## src/tww_pkg.sv

```systemverilog
package tww_pkg;

   localparam int POOL_DEPTH = 32;
   localparam int IDX_W      = $clog2(POOL_DEPTH);
   localparam int USED_W     = $clog2(POOL_DEPTH + 1);
   localparam int MAX_SLOTS  = 16;
   localparam int SLOT_W     = $clog2(MAX_SLOTS);
   localparam int SLOTS_W    = $clog2(MAX_SLOTS + 1);
   localparam int TIME_W     = 48;
   localparam int ID_W       = 32;
   localparam int TMO_W      = 16;
   localparam int CMD_W      = 2;
   localparam int KIND_W     = 3;
   localparam int CNT_W      = 6;
   localparam int DIV_W      = 16;
   localparam int DIV_CW     = $clog2(DIV_W);
   localparam int CSR_AW     = 3;
   localparam int CSR_DW     = 32;
   localparam int ENTRY_W    = ID_W + SLOT_W + TIME_W;

   localparam logic [CMD_W-1:0] CMD_ADD  = 2'd0;
   localparam logic [CMD_W-1:0] CMD_DEL  = 2'd1;
   localparam logic [CMD_W-1:0] CMD_TICK = 2'd2;

   localparam logic REG_TICK_INTERVAL = 1'b0;
   localparam logic REG_SLOT_COUNT    = 1'b1;

   typedef enum logic [KIND_W-1:0] {
      KIND_ADDED,
      KIND_BAD_TIMEOUT,
      KIND_POOL_FULL,
      KIND_DELETED,
      KIND_NOT_FOUND,
      KIND_EXPIRED,
      KIND_TICK_DONE
   } kind_type;

   typedef enum logic [3:0] {
      OP_NONE,
      OP_LATCH,
      OP_DIV_TICKS,
      OP_DIV_CUR,
      OP_DIV_SLOT,
      OP_SAVE_TICKS,
      OP_SAVE_CUR,
      OP_ADD_WRITE,
      OP_SEARCH_INIT,
      OP_SCAN_INIT,
      OP_READ,
      OP_SEARCH_EVAL,
      OP_SCAN_EVAL,
      OP_SCAN_END,
      OP_TICK_END
   } dp_op_type;

   typedef struct packed {
      dp_op_type op;
      logic      emit;
      kind_type  kind;
   } dp_cmd_type;

   typedef struct packed {
      logic used_zero;
      logic pool_full;
      logic bad_timeout;
      logic div_busy;
      logic scan_last;
      logic remove;
      logic found;
      logic rsp_free;
   } dp_status_type;

   typedef struct packed {
      logic [ID_W-1:0]   id;
      logic [SLOT_W-1:0] slot;
      logic [TIME_W-1:0] expiry;
   } entry_type;

endpackage

```

## src/tww_ctrl.sv

```systemverilog
module tww_ctrl import tww_pkg::*; (
   input  logic             clock,
   input  logic             reset,
   input  logic             req_valid,
   input  logic [CMD_W-1:0] req_command,
   output logic             req_ready,
   input  dp_status_type    st,
   output dp_cmd_type       cmd
);
   typedef enum logic [4:0] {
      S_IDLE,
      S_ADD_CHECK,
      S_ADD_TICKS_WAIT,
      S_ADD_SLOT,
      S_ADD_SLOT_WAIT,
      S_ADD_WRITE,
      S_DEL_INIT,
      S_DEL_READ,
      S_DEL_EVAL,
      S_DEL_CHECK,
      S_SHIFT_READ,
      S_SHIFT_EVAL,
      S_SHIFT_END,
      S_TICK_CUR,
      S_TICK_CUR_WAIT,
      S_TICK_INIT,
      S_TICK_READ,
      S_TICK_EVAL,
      S_TICK_END,
      S_EMIT
   } state_type;

   state_type state_ff, state_in;
   kind_type  kind_ff, kind_in;

   always_comb begin
      state_in  = state_ff;
      kind_in   = kind_ff;
      req_ready = 1'b0;
      cmd.op    = OP_NONE;
      cmd.emit  = 1'b0;
      cmd.kind  = kind_ff;
      case (state_ff)
         S_IDLE: begin
            req_ready = 1'b1;
            if (req_valid) begin
               cmd.op = OP_LATCH;
               case (req_command)
                  CMD_ADD:  state_in = S_ADD_CHECK;
                  CMD_DEL:  state_in = S_DEL_INIT;
                  CMD_TICK: state_in = S_TICK_CUR;
                  default:  state_in = S_IDLE;
               endcase
            end
         end
         S_ADD_CHECK: begin
            if (st.bad_timeout) begin
               kind_in  = KIND_BAD_TIMEOUT;
               state_in = S_EMIT;
            end else if (st.pool_full) begin
               kind_in  = KIND_POOL_FULL;
               state_in = S_EMIT;
            end else begin
               cmd.op   = OP_DIV_TICKS;
               state_in = S_ADD_TICKS_WAIT;
            end
         end
         S_ADD_TICKS_WAIT: begin
            if (!st.div_busy) begin
               cmd.op   = OP_SAVE_TICKS;
               state_in = S_ADD_SLOT;
            end
         end
         S_ADD_SLOT: begin
            cmd.op   = OP_DIV_SLOT;
            state_in = S_ADD_SLOT_WAIT;
         end
         S_ADD_SLOT_WAIT: begin
            if (!st.div_busy) begin
               state_in = S_ADD_WRITE;
            end
         end
         S_ADD_WRITE: begin
            cmd.op   = OP_ADD_WRITE;
            kind_in  = KIND_ADDED;
            state_in = S_EMIT;
         end
         S_DEL_INIT: begin
            cmd.op = OP_SEARCH_INIT;
            if (st.used_zero) begin
               kind_in  = KIND_NOT_FOUND;
               state_in = S_EMIT;
            end else begin
               state_in = S_DEL_READ;
            end
         end
         S_DEL_READ: begin
            cmd.op   = OP_READ;
            state_in = S_DEL_EVAL;
         end
         S_DEL_EVAL: begin
            cmd.op   = OP_SEARCH_EVAL;
            state_in = st.scan_last ? S_DEL_CHECK : S_DEL_READ;
         end
         S_DEL_CHECK: begin
            if (st.found) begin
               cmd.op   = OP_SCAN_INIT;
               state_in = S_SHIFT_READ;
            end else begin
               kind_in  = KIND_NOT_FOUND;
               state_in = S_EMIT;
            end
         end
         S_SHIFT_READ: begin
            cmd.op   = OP_READ;
            state_in = S_SHIFT_EVAL;
         end
         S_SHIFT_EVAL: begin
            cmd.op   = OP_SCAN_EVAL;
            state_in = st.scan_last ? S_SHIFT_END : S_SHIFT_READ;
         end
         S_SHIFT_END: begin
            cmd.op   = OP_SCAN_END;
            kind_in  = KIND_DELETED;
            state_in = S_EMIT;
         end
         S_TICK_CUR: begin
            cmd.op   = OP_DIV_CUR;
            state_in = S_TICK_CUR_WAIT;
         end
         S_TICK_CUR_WAIT: begin
            if (!st.div_busy) begin
               cmd.op   = OP_SAVE_CUR;
               state_in = S_TICK_INIT;
            end
         end
         S_TICK_INIT: begin
            cmd.op   = OP_SCAN_INIT;
            state_in = st.used_zero ? S_TICK_END : S_TICK_READ;
         end
         S_TICK_READ: begin
            cmd.op   = OP_READ;
            state_in = S_TICK_EVAL;
         end
         S_TICK_EVAL: begin
            if (!(st.remove && !st.rsp_free)) begin
               cmd.op   = OP_SCAN_EVAL;
               cmd.emit = st.remove;
               cmd.kind = KIND_EXPIRED;
               state_in = st.scan_last ? S_TICK_END : S_TICK_READ;
            end
         end
         S_TICK_END: begin
            if (st.rsp_free) begin
               cmd.op   = OP_TICK_END;
               cmd.emit = 1'b1;
               cmd.kind = KIND_TICK_DONE;
               state_in = S_IDLE;
            end
         end
         S_EMIT: begin
            if (st.rsp_free) begin
               cmd.emit = 1'b1;
               state_in = S_IDLE;
            end
         end
         default: state_in = S_IDLE;
      endcase
   end

   always_ff @(posedge clock) begin
      if (reset) begin
         state_ff <= S_IDLE;
         kind_ff  <= KIND_ADDED;
      end else begin
         state_ff <= state_in;
         kind_ff  <= kind_in;
      end
   end
endmodule
```

## config.mk

```make
export PLATFORM = sky130hd
export DESIGN_NAME = tww_ctrl
export DESIGN_NICKNAME = d
export VERILOG_FILES = /design/src/tww_pkg.sv /design/src/tww_ctrl.sv
export SDC_FILE = /design/constraint.sdc
export NUM_CORES = 1
export LEC_CHECK = 0
export ABC_AREA = 1
export BUFFER_PORTS_ARGS = -buffer_cell sky130_fd_sc_hd__buf_2
export CAP_MARGIN = 0
export CORE_MARGIN = 3
export CORE_UTILIZATION = 45
export CTS_BUF_LIST = sky130_fd_sc_hd__clkbuf_16
export DETAILED_ROUTE_END_ITERATION = 8
export HOLD_SLACK_MARGIN = 0.05
export PLACE_DENSITY_LB_ADDON = 0.05
export SETUP_SLACK_MARGIN = 0.2
export SLEW_MARGIN = 10
export SYNTH_ARGS = -nofsm -noshare
export SYNTH_HDL_FRONTEND = slang
export SYNTH_SLANG_ARGS = --single-unit
```

## constraint.sdc

```tcl
create_clock -name clock -period 1.7 [get_ports clock]
set_clock_uncertainty 0.1 [all_clocks]
set_input_delay 0.085 -clock clock [delete_from_list [all_inputs] [get_ports clock]]
set_output_delay 0.085 -clock clock [all_outputs]
set_load 0.05 [all_outputs]
```

# [Word-level counts from Yosys, hierarchy flattened]
# Index checks and enable logic that the tools add are counted.
[op_classes] n_eq_ne=30 mux=34 reduce_logical=10
[ops] op="5-bit one-hot mux with 18 select lines" n=1
[ops] op="4-bit one-hot mux with 16 select lines" n=1
[ops] op="5-bit 2-to-1 mux" n=10
[ops] op="5-bit by 4-bit == test with 1-bit output (second input constant)" n=8
[ops] op="3-bit 2-to-1 mux" n=7
[ops] op="5-bit by 3-bit == test with 1-bit output (second input constant)" n=4
[ops] op="5-bit == test (second input constant)" n=4
[ops] op="8-bit 2-to-1 mux" n=2
[ops] op="3-bit one-hot mux with 5 select lines" n=1
[ops] op="2-bit != test (second input constant)" n=7
[ops] op="4-bit one-hot mux with 3 select lines" n=1
[ops] op="5-bit by 2-bit == test with 1-bit output (second input constant)" n=2
[ops] op="2-bit 2-to-1 mux" n=4
[ops] op="4-bit 2-to-1 mux" n=2
[ops] op="3-bit one-hot mux with 2 select lines" n=1
[ops] op="6-bit AND reduction" n=1
[ops] op="5-bit by 1-bit == test with 1-bit output (second input constant)" n=1
[ops] op="5-bit logical NOT" n=1
[ops] op="5-bit nonzero test" n=1
[ops] op="4-bit AND reduction" n=1
[ops] op="2-bit OR reduction" n=2
[ops] op="1-bit 2-to-1 mux" n=3
[ops] op="3-bit != test (second input constant)" n=1
[ops] op="1-bit one-hot mux with 3 select lines" n=1
[ops] op="other kinds (7)" n=7
[word_totals] reg_bits=8 input_bits=13 output_inout_bits=9 word_cells=76

# [Longest topological paths before layout]
[depth] ltp_word=4 mapped_depth=11 mapped_depth_nobuf=10

# [Least setup slack after synthesis]
# Ideal clock, no wire load.
[synth_path] kind="flip-flop to output port" startpoint="register state_ff[2]" endpoint="output cmd[1] (netlist bit)" arrival_ns=2.082 required_ns=1.515 slack_ns=-0.567 stages_incl_launch_ff=7 path_buffers=1 path_cell_list="dfxtp_1 -> buf_6 -> nor2_1 -> nand2_1 -> nor2_1 -> nand2_1 -> a21boi_0"
[synth_rtl] item="from (decl)" line_no="tww_ctrl.sv:33" source="state_type state_ff, state_in;"
[synth_rtl] item="from (signal assigned)" line_no="tww_ctrl.sv:176" source="state_ff <= state_in;"
[synth_rtl] item="to (decl)" line_no="tww_ctrl.sv:8" source="output dp_cmd_type cmd"

==> flow_metrics.tcl <==
set metrics [dict create \
    setup_ws_ns -0.111 \
    numPortBuffers 21 \
    hpwl_um 2640 \
    diodes 0 \
    multi_input_area_um2 1020 \
    ys_seq_elements 8 \
    wl_um 4590 \
    p_clk_frac 0.128 \
    cpMostUsedCell "nand2_4" \
    antenna_found_initial 0 \
    first_iter_violations 103 \
    violations "negative setup slack" \
    dr.pass1.iters 6 \
    synth_fa_ha_area_frac 0.0491 \
    ff_latch_area_um2 176 \
    cts_tree "yes" \
    vias_per_cell 5.92 \
    crit_chain "buf_12, nor2_4, nand2_4, nor2_4, nand2_4, nand2_4, nor3_2, nand4_1, buf_6" \
    max_freq_mhz 552 \
    core_um2 2040 \
    die_width_um 53.6 \
    crit_type "flop to primary output" \
    power_frac_seq 0.113 \
    leakage_nw 0.889 \
    vdd_drop_max_v 0.00163 \
    drv_cap 0 \
    syn_to_final_growth_pct 72.6 \
    htree_levels 1 \
    cp_data_required_time_ns 1.51 \
    relSlewSlack 0.804 \
    grt-ovfl-total 0 \
    startpoint_type "flop" \
    die-area_um2 2870 \
    row_count 16 \
    ys_top_cells_by_area "nand2_1 22%, dfxtp_1 16%, nor2_1 14%" \
    synth_mux_area_frac 0 \
    grt_pass1_vias 1379 \
    final_cell_mix "46 x nand2_1, 20 x nor2_1, 18 x inv_1, 12 x nor2_4, 12 x buf_2" \
    yosysWarnings 0 \
    wl_per_cell_um 17.6 \
    synth.avg_cell_area_um2 5.28 \
    ys_types 23 \
    vias 1540 \
    yosysTopAreaCell "nand2_1" \
    syn_inst 193 \
    synth_top_family_by_area "simple AND/OR/NAND/NOR gates" \
    drive_above_1_share 0.502 \
    p_switching_mw 1.76 \
    swShare 0.542 \
    synth_xor_area_frac 0 \
    max_stage_delay_ns 0.32 \
    synth_compound_area_frac 0.133 \
    drcViolationCount 0 \
    root_buffer "clkbuf_16" \
    cts.sinks 8 \
    syn_nets 210 \
    clk_path_buf_depth 2 \
    synth_top_cell_area_share 0.225 \
    start_util 0.499 \
    cts_buffers 3 \
    nNetsFinal 252 \
    critPathCaptureType "primary output" \
    fin_util 0.861 \
    fin_crit_ns 1.81 \
    grt_start_max_net_pins 8 \
    dp.cells 245 \
    grt_pass1_wl_um 5760 \
    ant_nets 0 \
    combPwrFrac 0.759 \
    fillers 118 \
    critPathMaxFanout 7 \
    powerDensity_nw_per_um2 1850 \
    worstPathArrival_ns 1.63 \
    synthesis.area_um2 1020 \
    slew_viol_final 0 \
    tightest_slew_ns 0.292 \
    clock_latency_ns 0.24 \
    finalCritPeriodShare 1.07 \
    critPathSlowestCell "dfxtp_2" \
    outcome "finished, violations left" \
    grtUsageTotal 0.272 \
    hold_class "primary input to flop" \
    ys_seq_area_frac 0.157 \
    dieHeight_um 53.6 \
    yosys.area_share.simple 0.547 \
    instances_no_fill 260 \
    gp_congestion 0.891 \
    path_clk_slew_ns 0.04 \
    hold_violations 0 \
    boundaryPins 22 \
    internal-power_mw 1.49 \
    rsz0062_at_grt "true" \
    layout_commonest_cell "nand2_1" \
    final-setup-viol-count 9 \
]
## Yosys cell counts
master     n
nand3b_1   1
a21oi_2    1
a21oi_1    8
o31ai_1    1
buf_6      1
or2_2      2
dfxtp_1    8
nand3_2    2
inv_1     27
nor3_1     3
a21boi_0   1
nor2_4     2
nand2_2    2
nor2_1    39
nand4_1    4
ha_1       4
o21ai_1    2
inv_2      1
nand2_1   61
nor2_2     1
o21ai_0    9
nand3_1   12
a21oi_4    1
## worst max-delay path: cells and delay by family, from the launching register on
kind          cells  cell delay [ns]
flops             1             0.32
simple gates      7             0.76
buf+inv           2             0.30
## power by group through the flow
stage | Sequential (mW) | Combinational [mW] | Clock (mW)
2_1_floorplan | 0.316 | 1.30 | 0
3_5_place_dp | 0.326 | 1.70 | 0
4_1_cts | 0.331 | 2.01 | 0.404
5_1_grt | 0.370 | 2.62 | 0.432
6_report | 0.366 | 2.46 | 0.415
3_3_place_gp | 0.319 | 1.67 | 0
## state kept, by name, indices dropped and copies added, names as in the netlist
name,cells
kind_ff,3
state_ff,5
## logic make-up (layout without fill, tap and decap cells)
family                   Yosys count  after routing
buffers and inverters             29             69
AND/OR/NAND/NOR                  129            129
adder cells (fa/ha/maj)            4              4
flip-flops                         8              8
AO/OA/AOI/OAI                     23             23
## through the flow
stage                     hold WS (ns)  area [µm²]  worst slack (ns)  total power, mW  TNS [ns]
after detailed placement         0.256        1240            0.0534             2.02         0
final                           0.0699        1760            -0.111             3.25    -0.600
after global routing             0.109        1760            -0.154             3.42    -0.954
after global placement           0.249        1240            0.0809             1.98         0
after floorplan                 0.0467        1070            0.0818             1.61         0
after CTS                       0.0662        1500           -0.0660             2.75    -0.153
## worst paths after layout
kind	from	slack, ns	cells past startpoint	end
max	state_ff[2]$_SDFFE_PP0P_	-0.11	9	cmd[7]
min	st[4]	0.07	3	state_ff[3]$_SDFFE_PP0P_
max reg2reg	state_ff[2]$_SDFFE_PP0P_	-0.02	12	state_ff[0]$_SDFFE_PP0P_
min reg2reg	state_ff[1]$_SDFFE_PP0P_	0.43	2	state_ff[1]$_SDFFE_PP0P_
## timing repair
item	4_1_cts	5_1_grt
endpoints found under the hold margin	6	0
resized for setup	41	67
hold buffers	1	0
endpoints found under the setup margin	17	17
buffers inserted	6	5
pin swaps	12	24
## cell type report
cell class / instances / share of cell area
inverter: 28 / 0.0655
sequential: 8 / 0.100
clock buffer: 3 / 0.0427
timing repair buffer: 38 / 0.192
multi-input combinational: 156 / 0.580
tap: 27 / 0.0192
## routing by layer
layer / up-vias / part of all wire / wire length, µm / global-route usage
met5: - / 0 / 0 / 0
met4: 0 / 0.054 / 248 / 0.0851
met3: 31 / 0.11 / 484 / 0.0693
met2: 120 / 0.47 / 2180 / 0.482
met1: 694 / 0.37 / 1680 / 0.317
li1: 695 / - / - / -
(Power assumes the default switching activity.)
