===== src/tww_pkg.sv =====
package tww_pkg;

   localparam int POOL_DEPTH = 32;
   localparam int IDX_W      = $clog2(POOL_DEPTH);
   localparam int USED_W     = $clog2(POOL_DEPTH + 1);
   localparam int MAX_SLOTS  = 16;
   localparam int SLOT_W     = $clog2(MAX_SLOTS);
   localparam int SLOTS_W    = $clog2(MAX_SLOTS + 1);
   localparam int TIME_W     = 48;
   localparam int ID_W       = 32;
   localparam int TMO_W      = 16;
   localparam int CMD_W      = 2;
   localparam int KIND_W     = 3;
   localparam int CNT_W      = 6;
   localparam int DIV_W      = 16;
   localparam int DIV_CW     = $clog2(DIV_W);
   localparam int CSR_AW     = 3;
   localparam int CSR_DW     = 32;
   localparam int ENTRY_W    = ID_W + SLOT_W + TIME_W;

   localparam logic [CMD_W-1:0] CMD_ADD  = 2'd0;
   localparam logic [CMD_W-1:0] CMD_DEL  = 2'd1;
   localparam logic [CMD_W-1:0] CMD_TICK = 2'd2;

   localparam logic REG_TICK_INTERVAL = 1'b0;
   localparam logic REG_SLOT_COUNT    = 1'b1;

   typedef enum logic [KIND_W-1:0] {
      KIND_ADDED,
      KIND_BAD_TIMEOUT,
      KIND_POOL_FULL,
      KIND_DELETED,
      KIND_NOT_FOUND,
      KIND_EXPIRED,
      KIND_TICK_DONE
   } kind_type;

   typedef enum logic [3:0] {
      OP_NONE,
      OP_LATCH,
      OP_DIV_TICKS,
      OP_DIV_CUR,
      OP_DIV_SLOT,
      OP_SAVE_TICKS,
      OP_SAVE_CUR,
      OP_ADD_WRITE,
      OP_SEARCH_INIT,
      OP_SCAN_INIT,
      OP_READ,
      OP_SEARCH_EVAL,
      OP_SCAN_EVAL,
      OP_SCAN_END,
      OP_TICK_END
   } dp_op_type;

   typedef struct packed {
      dp_op_type op;
      logic      emit;
      kind_type  kind;
   } dp_cmd_type;

   typedef struct packed {
      logic used_zero;
      logic pool_full;
      logic bad_timeout;
      logic div_busy;
      logic scan_last;
      logic remove;
      logic found;
      logic rsp_free;
   } dp_status_type;

   typedef struct packed {
      logic [ID_W-1:0]   id;
      logic [SLOT_W-1:0] slot;
      logic [TIME_W-1:0] expiry;
   } entry_type;

endpackage


===== src/tww_ram.sv =====
module tww_ram #(
   parameter int WIDTH = 8,
   parameter int DEPTH = 16
) (
   input  logic                     clock,
   input  logic                     we,
   input  logic [$clog2(DEPTH)-1:0] waddr,
   input  logic [WIDTH-1:0]         wdata,
   input  logic                     re,
   input  logic [$clog2(DEPTH)-1:0] raddr,
   output logic [WIDTH-1:0]         rdata
);
   logic [WIDTH-1:0] mem_ff [DEPTH];
   logic [WIDTH-1:0] rdata_ff;

   always_ff @(posedge clock) begin
      if (we) begin
         mem_ff[waddr] <= wdata;
      end
      if (re) begin
         rdata_ff <= mem_ff[raddr];
      end
   end

   assign rdata = rdata_ff;
endmodule


===== src/tww_div.sv =====
module tww_div import tww_pkg::*; (
   input  logic             clock,
   input  logic             reset,
   input  logic             start,
   input  logic [DIV_W-1:0] dividend,
   input  logic [DIV_W-1:0] divisor,
   output logic             busy,
   output logic [DIV_W-1:0] quotient,
   output logic [DIV_W-1:0] remainder
);
   logic              busy_ff;
   logic [DIV_CW-1:0] count_ff;
   logic [DIV_W-1:0]  quo_ff, rem_ff, div_ff;
   logic [DIV_W:0]    trial, diff;

   assign trial = {rem_ff, quo_ff[DIV_W-1]};
   assign diff  = trial - {1'b0, div_ff};

   always_ff @(posedge clock) begin
      if (reset) begin
         busy_ff <= 1'b0;
      end else if (start) begin
         busy_ff <= 1'b1;
      end else if (busy_ff && count_ff == DIV_CW'(DIV_W - 1)) begin
         busy_ff <= 1'b0;
      end
      if (start) begin
         count_ff <= '0;
         quo_ff   <= dividend;
         rem_ff   <= '0;
         div_ff   <= divisor;
      end else if (busy_ff) begin
         count_ff <= count_ff + 1'b1;
         if (trial >= {1'b0, div_ff}) begin
            rem_ff <= diff[DIV_W-1:0];
            quo_ff <= {quo_ff[DIV_W-2:0], 1'b1};
         end else begin
            rem_ff <= trial[DIV_W-1:0];
            quo_ff <= {quo_ff[DIV_W-2:0], 1'b0};
         end
      end
   end

   assign busy      = busy_ff;
   assign quotient  = quo_ff;
   assign remainder = rem_ff;
endmodule


===== src/tww_datapath.sv =====
module tww_datapath import tww_pkg::*; (
   input  logic                    clock,
   input  logic                    reset,
   input  dp_cmd_type              cmd,
   output dp_status_type           st,
   input  logic [CMD_W-1:0]        req_command,
   input  logic signed [ID_W-1:0]  req_timer_id,
   input  logic signed [TMO_W-1:0] req_timeout,
   input  logic [TMO_W-1:0]        interval,
   input  logic [SLOTS_W-1:0]      slots,
   input  logic                    rsp_ready,
   output logic                    rsp_valid,
   output logic [KIND_W-1:0]       rsp_kind,
   output logic signed [ID_W-1:0]  rsp_expired_id,
   output logic [CNT_W-1:0]        rsp_expired_count,
   output logic                    rsp_last
);
   logic [USED_W-1:0] used_ff;
   logic [SLOT_W-1:0] pos_ff, cur_ff, best_slot_ff;
   logic [TIME_W-1:0] now_ff;
   logic [DIV_W-1:0]  ticks_ff;
   logic [ID_W-1:0]   sid_ff;
   logic [TMO_W-1:0]  tmo_ff;
   logic              tick_ff, found_ff;
   logic [IDX_W-1:0]  rd_ff, best_idx_ff;
   logic [USED_W-1:0] wr_ff;
   logic [CNT_W-1:0]  cnt_ff;

   logic              rsp_valid_ff, rsp_last_ff;
   logic [KIND_W-1:0] rsp_kind_ff;
   logic [ID_W-1:0]   rsp_id_ff;
   logic [CNT_W-1:0]  rsp_cnt_ff;

   logic             div_start, div_busy;
   logic [DIV_W-1:0] div_dividend, div_divisor, div_quo, div_rem;

   entry_type        rd_entry, new_entry, ram_wdata;
   logic             ram_we;
   logic [IDX_W-1:0] ram_waddr;
   logic             expire, search_hit, remove;

   assign div_start = cmd.op == OP_DIV_TICKS || cmd.op == OP_DIV_CUR || cmd.op == OP_DIV_SLOT;

   always_comb begin
      case (cmd.op)
         OP_DIV_TICKS: begin
            div_dividend = tmo_ff;
            div_divisor  = interval;
         end
         OP_DIV_CUR: begin
            div_dividend = {{(DIV_W-SLOT_W){1'b0}}, pos_ff};
            div_divisor  = {{(DIV_W-SLOTS_W){1'b0}}, slots};
         end
         default: begin
            div_dividend = {{(DIV_W-SLOT_W){1'b0}}, pos_ff} + ticks_ff;
            div_divisor  = {{(DIV_W-SLOTS_W){1'b0}}, slots};
         end
      endcase
   end

   tww_div u_div (
      .clock     (clock),
      .reset     (reset),
      .start     (div_start),
      .dividend  (div_dividend),
      .divisor   (div_divisor),
      .busy      (div_busy),
      .quotient  (div_quo),
      .remainder (div_rem)
   );

   assign new_entry.id     = sid_ff;
   assign new_entry.slot   = div_rem[SLOT_W-1:0];
   assign new_entry.expiry = now_ff + {{(TIME_W-TMO_W){1'b0}}, tmo_ff};

   assign expire     = rd_entry.slot == cur_ff && rd_entry.expiry <= now_ff;
   assign remove     = tick_ff ? expire : (rd_ff == best_idx_ff);
   assign search_hit = rd_entry.id == sid_ff && {1'b0, rd_entry.slot} < slots &&
                       (!found_ff || rd_entry.slot < best_slot_ff);

   assign ram_we    = cmd.op == OP_ADD_WRITE || (cmd.op == OP_SCAN_EVAL && !remove);
   assign ram_waddr = (cmd.op == OP_ADD_WRITE) ? used_ff[IDX_W-1:0] : wr_ff[IDX_W-1:0];
   assign ram_wdata = (cmd.op == OP_ADD_WRITE) ? new_entry : rd_entry;

   tww_ram #(.WIDTH(ENTRY_W), .DEPTH(POOL_DEPTH)) u_pool (
      .clock (clock),
      .we    (ram_we),
      .waddr (ram_waddr),
      .wdata (ram_wdata),
      .re    (cmd.op == OP_READ),
      .raddr (rd_ff),
      .rdata (rd_entry)
   );

   always_ff @(posedge clock) begin
      if (reset) begin
         used_ff <= '0;
         pos_ff  <= '0;
         now_ff  <= '0;
      end else begin
         case (cmd.op)
            OP_ADD_WRITE: used_ff <= used_ff + 1'b1;
            OP_SCAN_END:  used_ff <= wr_ff;
            OP_TICK_END: begin
               used_ff <= wr_ff;
               now_ff  <= now_ff + {{(TIME_W-TMO_W){1'b0}}, interval};
               if ({1'b0, cur_ff} + 1'b1 == slots) begin
                  pos_ff <= '0;
               end else begin
                  pos_ff <= cur_ff + 1'b1;
               end
            end
            default: ;
         endcase
      end
   end

   always_ff @(posedge clock) begin
      case (cmd.op)
         OP_LATCH: begin
            sid_ff  <= req_timer_id;
            tmo_ff  <= req_timeout;
            tick_ff <= req_command == CMD_TICK;
         end
         OP_SAVE_TICKS: ticks_ff <= (div_quo == '0) ? DIV_W'(1) : div_quo;
         OP_SAVE_CUR:   cur_ff <= div_rem[SLOT_W-1:0];
         OP_SEARCH_INIT: begin
            rd_ff    <= '0;
            found_ff <= 1'b0;
         end
         OP_SCAN_INIT: begin
            rd_ff  <= '0;
            wr_ff  <= '0;
            cnt_ff <= '0;
         end
         OP_SEARCH_EVAL: begin
            rd_ff <= rd_ff + 1'b1;
            if (search_hit) begin
               found_ff     <= 1'b1;
               best_idx_ff  <= rd_ff;
               best_slot_ff <= rd_entry.slot;
            end
         end
         OP_SCAN_EVAL: begin
            rd_ff <= rd_ff + 1'b1;
            if (remove) begin
               cnt_ff <= cnt_ff + 1'b1;
            end else begin
               wr_ff <= wr_ff + 1'b1;
            end
         end
         default: ;
      endcase
   end

   always_ff @(posedge clock) begin
      if (reset) begin
         rsp_valid_ff <= 1'b0;
      end else if (cmd.emit) begin
         rsp_valid_ff <= 1'b1;
      end else if (rsp_ready) begin
         rsp_valid_ff <= 1'b0;
      end
      if (cmd.emit) begin
         rsp_kind_ff <= cmd.kind;
         rsp_last_ff <= cmd.kind != KIND_EXPIRED;
         rsp_cnt_ff  <= (cmd.kind == KIND_TICK_DONE) ? cnt_ff : '0;
         case (cmd.kind)
            KIND_EXPIRED: rsp_id_ff <= rd_entry.id;
            KIND_DELETED: rsp_id_ff <= sid_ff;
            default:      rsp_id_ff <= '0;
         endcase
      end
   end

   assign st.used_zero   = used_ff == '0;
   assign st.pool_full   = used_ff == USED_W'(POOL_DEPTH);
   assign st.bad_timeout = tmo_ff == '0 || tmo_ff[TMO_W-1];
   assign st.div_busy    = div_busy;
   assign st.scan_last   = {1'b0, rd_ff} + 1'b1 == used_ff;
   assign st.remove      = remove;
   assign st.found       = found_ff;
   assign st.rsp_free    = !rsp_valid_ff || rsp_ready;

   assign rsp_valid         = rsp_valid_ff;
   assign rsp_kind          = rsp_kind_ff;
   assign rsp_expired_id    = rsp_id_ff;
   assign rsp_expired_count = rsp_cnt_ff;
   assign rsp_last          = rsp_last_ff;
endmodule


===== config.mk =====
export PLATFORM = sky130hd
export DESIGN_NAME = tww_datapath
export DESIGN_NICKNAME = d
export VERILOG_FILES = /design/src/tww_pkg.sv /design/src/tww_ram.sv /design/src/tww_div.sv /design/src/tww_datapath.sv
export SDC_FILE = /design/constraint.sdc
export NUM_CORES = 2
export LEC_CHECK = 0
export ABC_AREA = 1
export BUFFER_PORTS_ARGS = -buffer_cell sky130_fd_sc_hd__buf_2
export CAP_MARGIN = 5
export CORE_UTILIZATION = 45
export CTS_CLUSTER_SIZE = 10
export DETAILED_ROUTE_END_ITERATION = 8
export GPL_ROUTABILITY_DRIVEN = 0
export SLEW_MARGIN = 20
export SYNTH_ARGS = -nofsm -noshare
export SYNTH_HDL_FRONTEND = slang
export SYNTH_SLANG_ARGS = --single-unit

===== constraint.sdc =====
create_clock -name clock -period 6.95 [get_ports clock]
set_input_delay 0.3475 -clock clock [delete_from_list [all_inputs] [get_ports clock]]
set_output_delay 0.3475 -clock clock [all_outputs]
set_load 0.01 [all_outputs]

After elaboration in Yosys (flattened, before gate mapping)
Memories as Yosys holds them, arrays and structs flattened. A register that Yosys moved wholly into a read port is not among the register bits. Cells that the tools add are included.

Register bits after elaboration: 250. Bits in writable memories: 2688. Bits of input ports: 82. Output and inout port bits: 51. Logic and storage cells: 127. Memories kept: 1.

$add $sub $neg: 12. $lt $le $gt $ge: 4. Equal/unequal tests: 29. Multiplexer cells: 25. Reduce and logical (&&, ||, !) cells: 31.

Memories: u_pool.mem_ff (depth 32, bits a word 84, rd ports 1, clocked after memory_dff 1, wr ports 1, line tww_ram.sv:13) `logic [WIDTH-1:0] mem_ff [DEPTH];`.

Operators by type and width (number): $add A48 B16 Y48 (2); $mux W84 (1); $pmux W32 S2 (1); $le A48 B48 Y1 (1); $mux W16 (3); $pmux W6 S2 (3); $eq A32 B32 Y1 (1); $eq A4 B4 Y1 const B (8); $logic_not A16 Y1 (2); $pmux W16 S2 (1); $add A6 B1 Y6 const B (3); $ge A17 B16 Y1 (1); $add A4 B16 Y16 (1); $eq A4 B3 Y1 const B (4); $sub A16 B16 Y16 (1); $reduce_bool A2 Y1 (7); $mux W6 (2); $eq A5 B5 Y1 (2); $mux W5 (2); $pmux W5 S2 (1); $mux W1 (9); $add A4 B1 Y4 const B (2); $eq A4 B2 Y1 const B (2); $reduce_and A2 Y1 (4); 21 further kinds (37).

Logic depth before layout (Yosys ltp)
Word-level depth: 8. Depth in mapped cells: 19. Gate-level depth less buffers: 19.

Modules after synthesis
A second synthesis with hierarchy kept.

Cells, all modules: 11334. Area, all modules: 127955.2 µm².

Modules (own cells, without submodules): tww_ram (instances 1, cells each 8857, area an instance 110035.5 µm², seq. area each 83239.8 µm²); tww_datapath (instances 1, cells each 2050, area an instance 14671.6 µm², seq. area each 5325.1 µm²); tww_div (instances 1, cells each 427, area an instance 3248.1 µm², seq. area each 1381.3 µm²).

Least setup slack after synthesis
No wires, ideal clock.

Path type: reg2reg. Start: register now_ff[31]. End: memory u_pool.mem_ff[0][0] (netlist bit) (enable). Library setup time: 0.527 ns. Arrival: 5.378 ns. Data required time: 6.423 ns. Setup slack: 1.044 ns. Cell stages (with the launch flop): 16. Buffers on the path: 0. Period minus slack after synthesis: 5.906 ns. Cells stage by stage: dfxtp_1 inv_1 ha_1 nand2_1 nor2_1 nor2b_1 nand3_1 nor2_1 nand2_1 nand3_1 nand2_1 nand2_1 nand3_1 nand2_1 nand2_1 nor2_1.

Word-level cells in the longest chain between the ends: 8.

Ends and longest elaborated chain: start, declared (line tww_datapath.sv:20) `logic [TIME_W-1:0] now_ff;`; start signal, assigned (line tww_datapath.sv:106) `now_ff <= now_ff + {{(TIME_W-TMO_W){1'b0}}, interval};`; $le A48 B48 Y1 (line tww_datapath.sv:76) `assign expire = rd_entry.slot == cur_ff && rd_entry.expiry <= now_ff;`; $logic_and A1 B1 Y1 (line tww_datapath.sv:76); $mux W1 (line tww_datapath.sv:77) `assign remove = tick_ff ? expire : (rd_ff == best_idx_ff);`; $logic_not A1 Y1 (line tww_datapath.sv:81) `assign ram_we = cmd.op == OP_ADD_WRITE || (cmd.op == OP_SCAN_EVAL && !remove);`; $logic_and A1 B1 Y1 (line tww_datapath.sv:81); $logic_or A1 B1 Y1 (line tww_datapath.sv:81); $mux W1 (line tww_ram.sv:17) `if (we) begin`; $mux W1 (implied by the code) (line tww_ram.sv:18) `mem_ff[waddr] <= wdata;`; end, declared (line tww_ram.sv:13).

No other way between the ends.

Worst setup path in the final report
Start: register now_ff[29]. End: memory u_pool.mem_ff[16][5] (netlist bit) (enable).

Same word-level chain as after synthesis.

==> results.toml <==
[floorplan]
rows = 192
fp.dieArea_um2 = 277700
start_util_pct = 45.29
chipWidth_um = 527.0
ioPinCount = 133
dieHeight_um = 527.0
core_um2 = 273900

[clocking]
path_clk_slew_ns = 0.06
root_buffer = "clkbuf_16"
clockBufferDepth = 4
ctsResizeCount = 0
h-tree-depth = 5
cts_sinks = 3022
cts_tree = "done"
clk_latency_ns = 0.91
cts_made_buffers = 350

[yosys]
postSynthCellCount = 10160
yosysWarnings = 0
synth_edf_count = 2942
synth-compound-area-share_pct = 12.79
synth-adder-area-share_pct = 1.204
synth-xor-area-share_pct = 0.6355
synth_top_family_by_area = "compound AO/OA/AOI/OAI gates"
synthArstFlopShare_pct = 0
ys.flop_type = "edfxtp_1"
syn_area_um2 = 124000
yosysSeqAreaShare_pct = 72.51
syn_nets = 10360
synthMuxAreaShare_pct = 0
synth_area_per_cell_um2 = 12.21
synth_seq_cells = 3022
synthSimpleGateAreaFrac_pct = 9.673
yosysUniqueCellTypes = 60

[global_route]
grt_overflow_total = 0
grt_pass1_vias = 81280
grt_pass1_wl_um = 549000
grt_max_degree = 212
grtUsageTotal_pct = 26.45
antenna_found_initial = 8

[sta]
worstMarginPinSlew_ns = 1.146
setup_viol = 0
finalCriticalPeriod_ns = 5.100
min_period_over_period_pct = 73.38
drv_slew = 0
skew_ns = 0.08635
rsz0062_at_grt = "no"
fin_ws_ns = 1.850
slew_headroom_pct = 23.61
setup-tns-final_ns = 0
max_freq_mhz = 196.1
whs_ns = 0.06129
finalHoldViolations = 0

[detailed_routing]
drc_errors = 0
wl_per_cell_um = 26.99
wl_um = 376900
dr.pass1.iters = 6
drtIter0Drc = 11490
num_vias = 85340
ant_nets = 0
vias_per_cell = 6.111

[power]
p_leak_nw = 46.30
ir_drop_uv = 210.5
p_per_area_nw_per_um2 = 275.8

[job]
drv_cap = 0

[critical_path]
worstRegToRegCells = 16
critPathMaxFanout = 22
critPathKind = "flip-flop to flip-flop"
crit_path_end_kind = "flip-flop"
required_ns = 7.46
worst_ep_arrival_time_ns = 5.61
rrSetupSlack_ns = 1.85
worstReg2RegStart = "now_ff[29]"
r2r-end = "u_pool.mem_ff[16][5]"
critPathLaunchType = "flip-flop"

[worst_hold_path]
hold_path_class = "input port to flip-flop"
holdPathEnd = "tmo_ff[13]"
min_path_cells = 4
min_from = "cmd[5]"

[place]
portBuffers = 132
dpl_worst_slack_ns = 1.875
hpwl_um = 205800

[final_layout]
syn2layout_area_growth_pct = 12.64
final_nets = 10480
drive_gt1_share_pct = 8.272

[outcome]
outcome = "complete, no violations"
==> per-layer routing <==
metal / track usage (%) / wire length, µm
met5: 0 / 0
met4: 7.601 / 10950
met3: 4.779 / 39700
met2: 41.22 / 171500
met1: 37.91 / 154800
==> cell families after synthesis <==
kind of cell / count (synthesis)
and+or+nand+nor: 3038
DFF: 3022
AOI/OAI and AO/OA: 2912
buffers and inverters: 977
adders and majority gates: 117
xor gates and xnor gates: 90
==> where the power goes <==
group          switching (W)  internal, W  leakage (nW)  total, W
Clock                0.00690      0.00933          4.65    0.0162
Sequential         0.0000674       0.0201          27.2    0.0201
Combinational        0.00162     0.000568          14.4   0.00218
==> layout make-up <==
cell class / count / area, µm²
repair buffers: 417 / 3488
flip-flops and latches: 3022 / 89950
well taps: 3589 / 4491
diodes: 4 / 10.01
multi-input cells: 6157 / 30920
clock buffers: 424 / 9215
clock inverters: 22 / 365.4
inverters: 330 / 1279
fillers: 23240 / 134200
==> worst max-delay path by stage <==
stage | to | startpoint | slack [ns]
detailed placement | u_pool.mem_ff[16][3] | cmd[6] | 1.88
floorplan | u_pool.mem_ff[0][0] | now_ff[31] | 1.04
CTS | u_pool.mem_ff[16][15] | now_ff[29] | 1.95
global route | u_pool.mem_ff[16][21] | now_ff[29] | 1.64
finish | u_pool.mem_ff[16][5] | now_ff[29] | 1.85
global placement | u_pool.mem_ff[16][45] | cmd[6] | 1.94
==> state kept, by name, summed over array words and instances (netlist names), 16 cells and up <==
| register | count |
|---|---|
| u_pool.mem_ff | 2688 |
| u_pool.rdata | 84 |
| now_ff | 48 |
| rsp_expired_id | 32 |
| sid_ff | 32 |
| ticks_ff | 16 |
| tmo_ff | 16 |
| u_div.div_ff | 16 |
| u_div.quotient | 16 |
| u_div.remainder | 16 |
==> placed cells by master (no fill, tap or decap), drive strengths merged, types with 4 or more instances in the layout <==
cell type,n
ha,113
a21o,9
o21ai,1802
nand3b,11
diode,4
xor2,48
dfxtp,80
clkbuf,424
xnor2,42
nand4,44
or2,5
a21boi,5
a31oi,32
nor2,1868
nor4,17
nor3,45
nand3,167
o21bai,7
nand2,868
dlygate4sd3,78
fa,4
buf,339
o22ai,811
inv,336
nor3b,7
o31ai,29
a32o,5
clkinv,11
edfxtp,2942
a21oi,194
==> critical path: stages (launching register included) <==
cell and delay (ns):
dfxtp_1 0.43, inv_1 0.11, ha_1 0.31, nand2_1 0.06, nor2_1 0.13, nor2b_1 0.46, nand3_1 0.13, nor2_1 0.19
nand2_1 0.08, nand3_1 0.07, nand2_1 0.14, nand2_1 0.12, nand3_1 0.18, nand2_1 0.22, nand2_1 0.48, nor2_4 1.00
buf_4 0.52
==> synthesized netlist by cell type, types with 3 or more instances <==
master	instances	area share [%]
nor3_1	43	0.17
nor2_1	1861	5.6
dfxtp_1	80	1.3
clkbuf_1	443	1.3
and3_1	3	0.015
nand3_1	167	0.67
buf_1	21	0.064
o31ai_1	29	0.18
nand4_1	44	0.22
fa_1	4	0.065
a21oi_1	191	0.77
buf_4	9	0.054
o21ai_0	1687	6.8
buf_6	5	0.045
nor2_2	5	0.025
o21bai_1	6	0.036
nand2_1	864	2.6
a32o_1	5	0.040
a211oi_1	3	0.018
a221oi_1	3	0.021
nor4_1	16	0.081
o22ai_1	811	4.1
nor3b_1	7	0.042
xor2_1	48	0.34
a21boi_0	4	0.024
o21ai_1	113	0.46
nand3b_1	11	0.067
a31oi_1	32	0.16
ha_1	113	1.1
a21o_1	9	0.054
buf_2	169	0.68
inv_1	320	0.97
a21oi_2	3	0.021
edfxtp_1	2942	71
xnor2_1	42	0.30
or2_2	5	0.025
inv_2	9	0.027
==> metrics by stage <==
stage / instance area [µm²] / total power, W / cells / util (%)
CTS: 139600 / 0.03868 / 13960 / 50.97
global route: 139700 / 0.03954 / 13960 / 51.01
global placement: 129200 / 0.02256 / 13430 / 47.17
detailed placement: 129200 / 0.02259 / 13430 / 47.18
finish: 139700 / 0.03853 / 13970 / 51.02
floorplan: 124000 / 0.02173 / 10160 / -
==> timing repair <==
| item | in CTS | in global routing |
|---|---|---|
| buffers inserted | 0 | 0 |
| endpoints found under the hold margin | 87 | 0 |
| hold buffers | 78 | 0 |
Power figures use the tool's default switching activity.
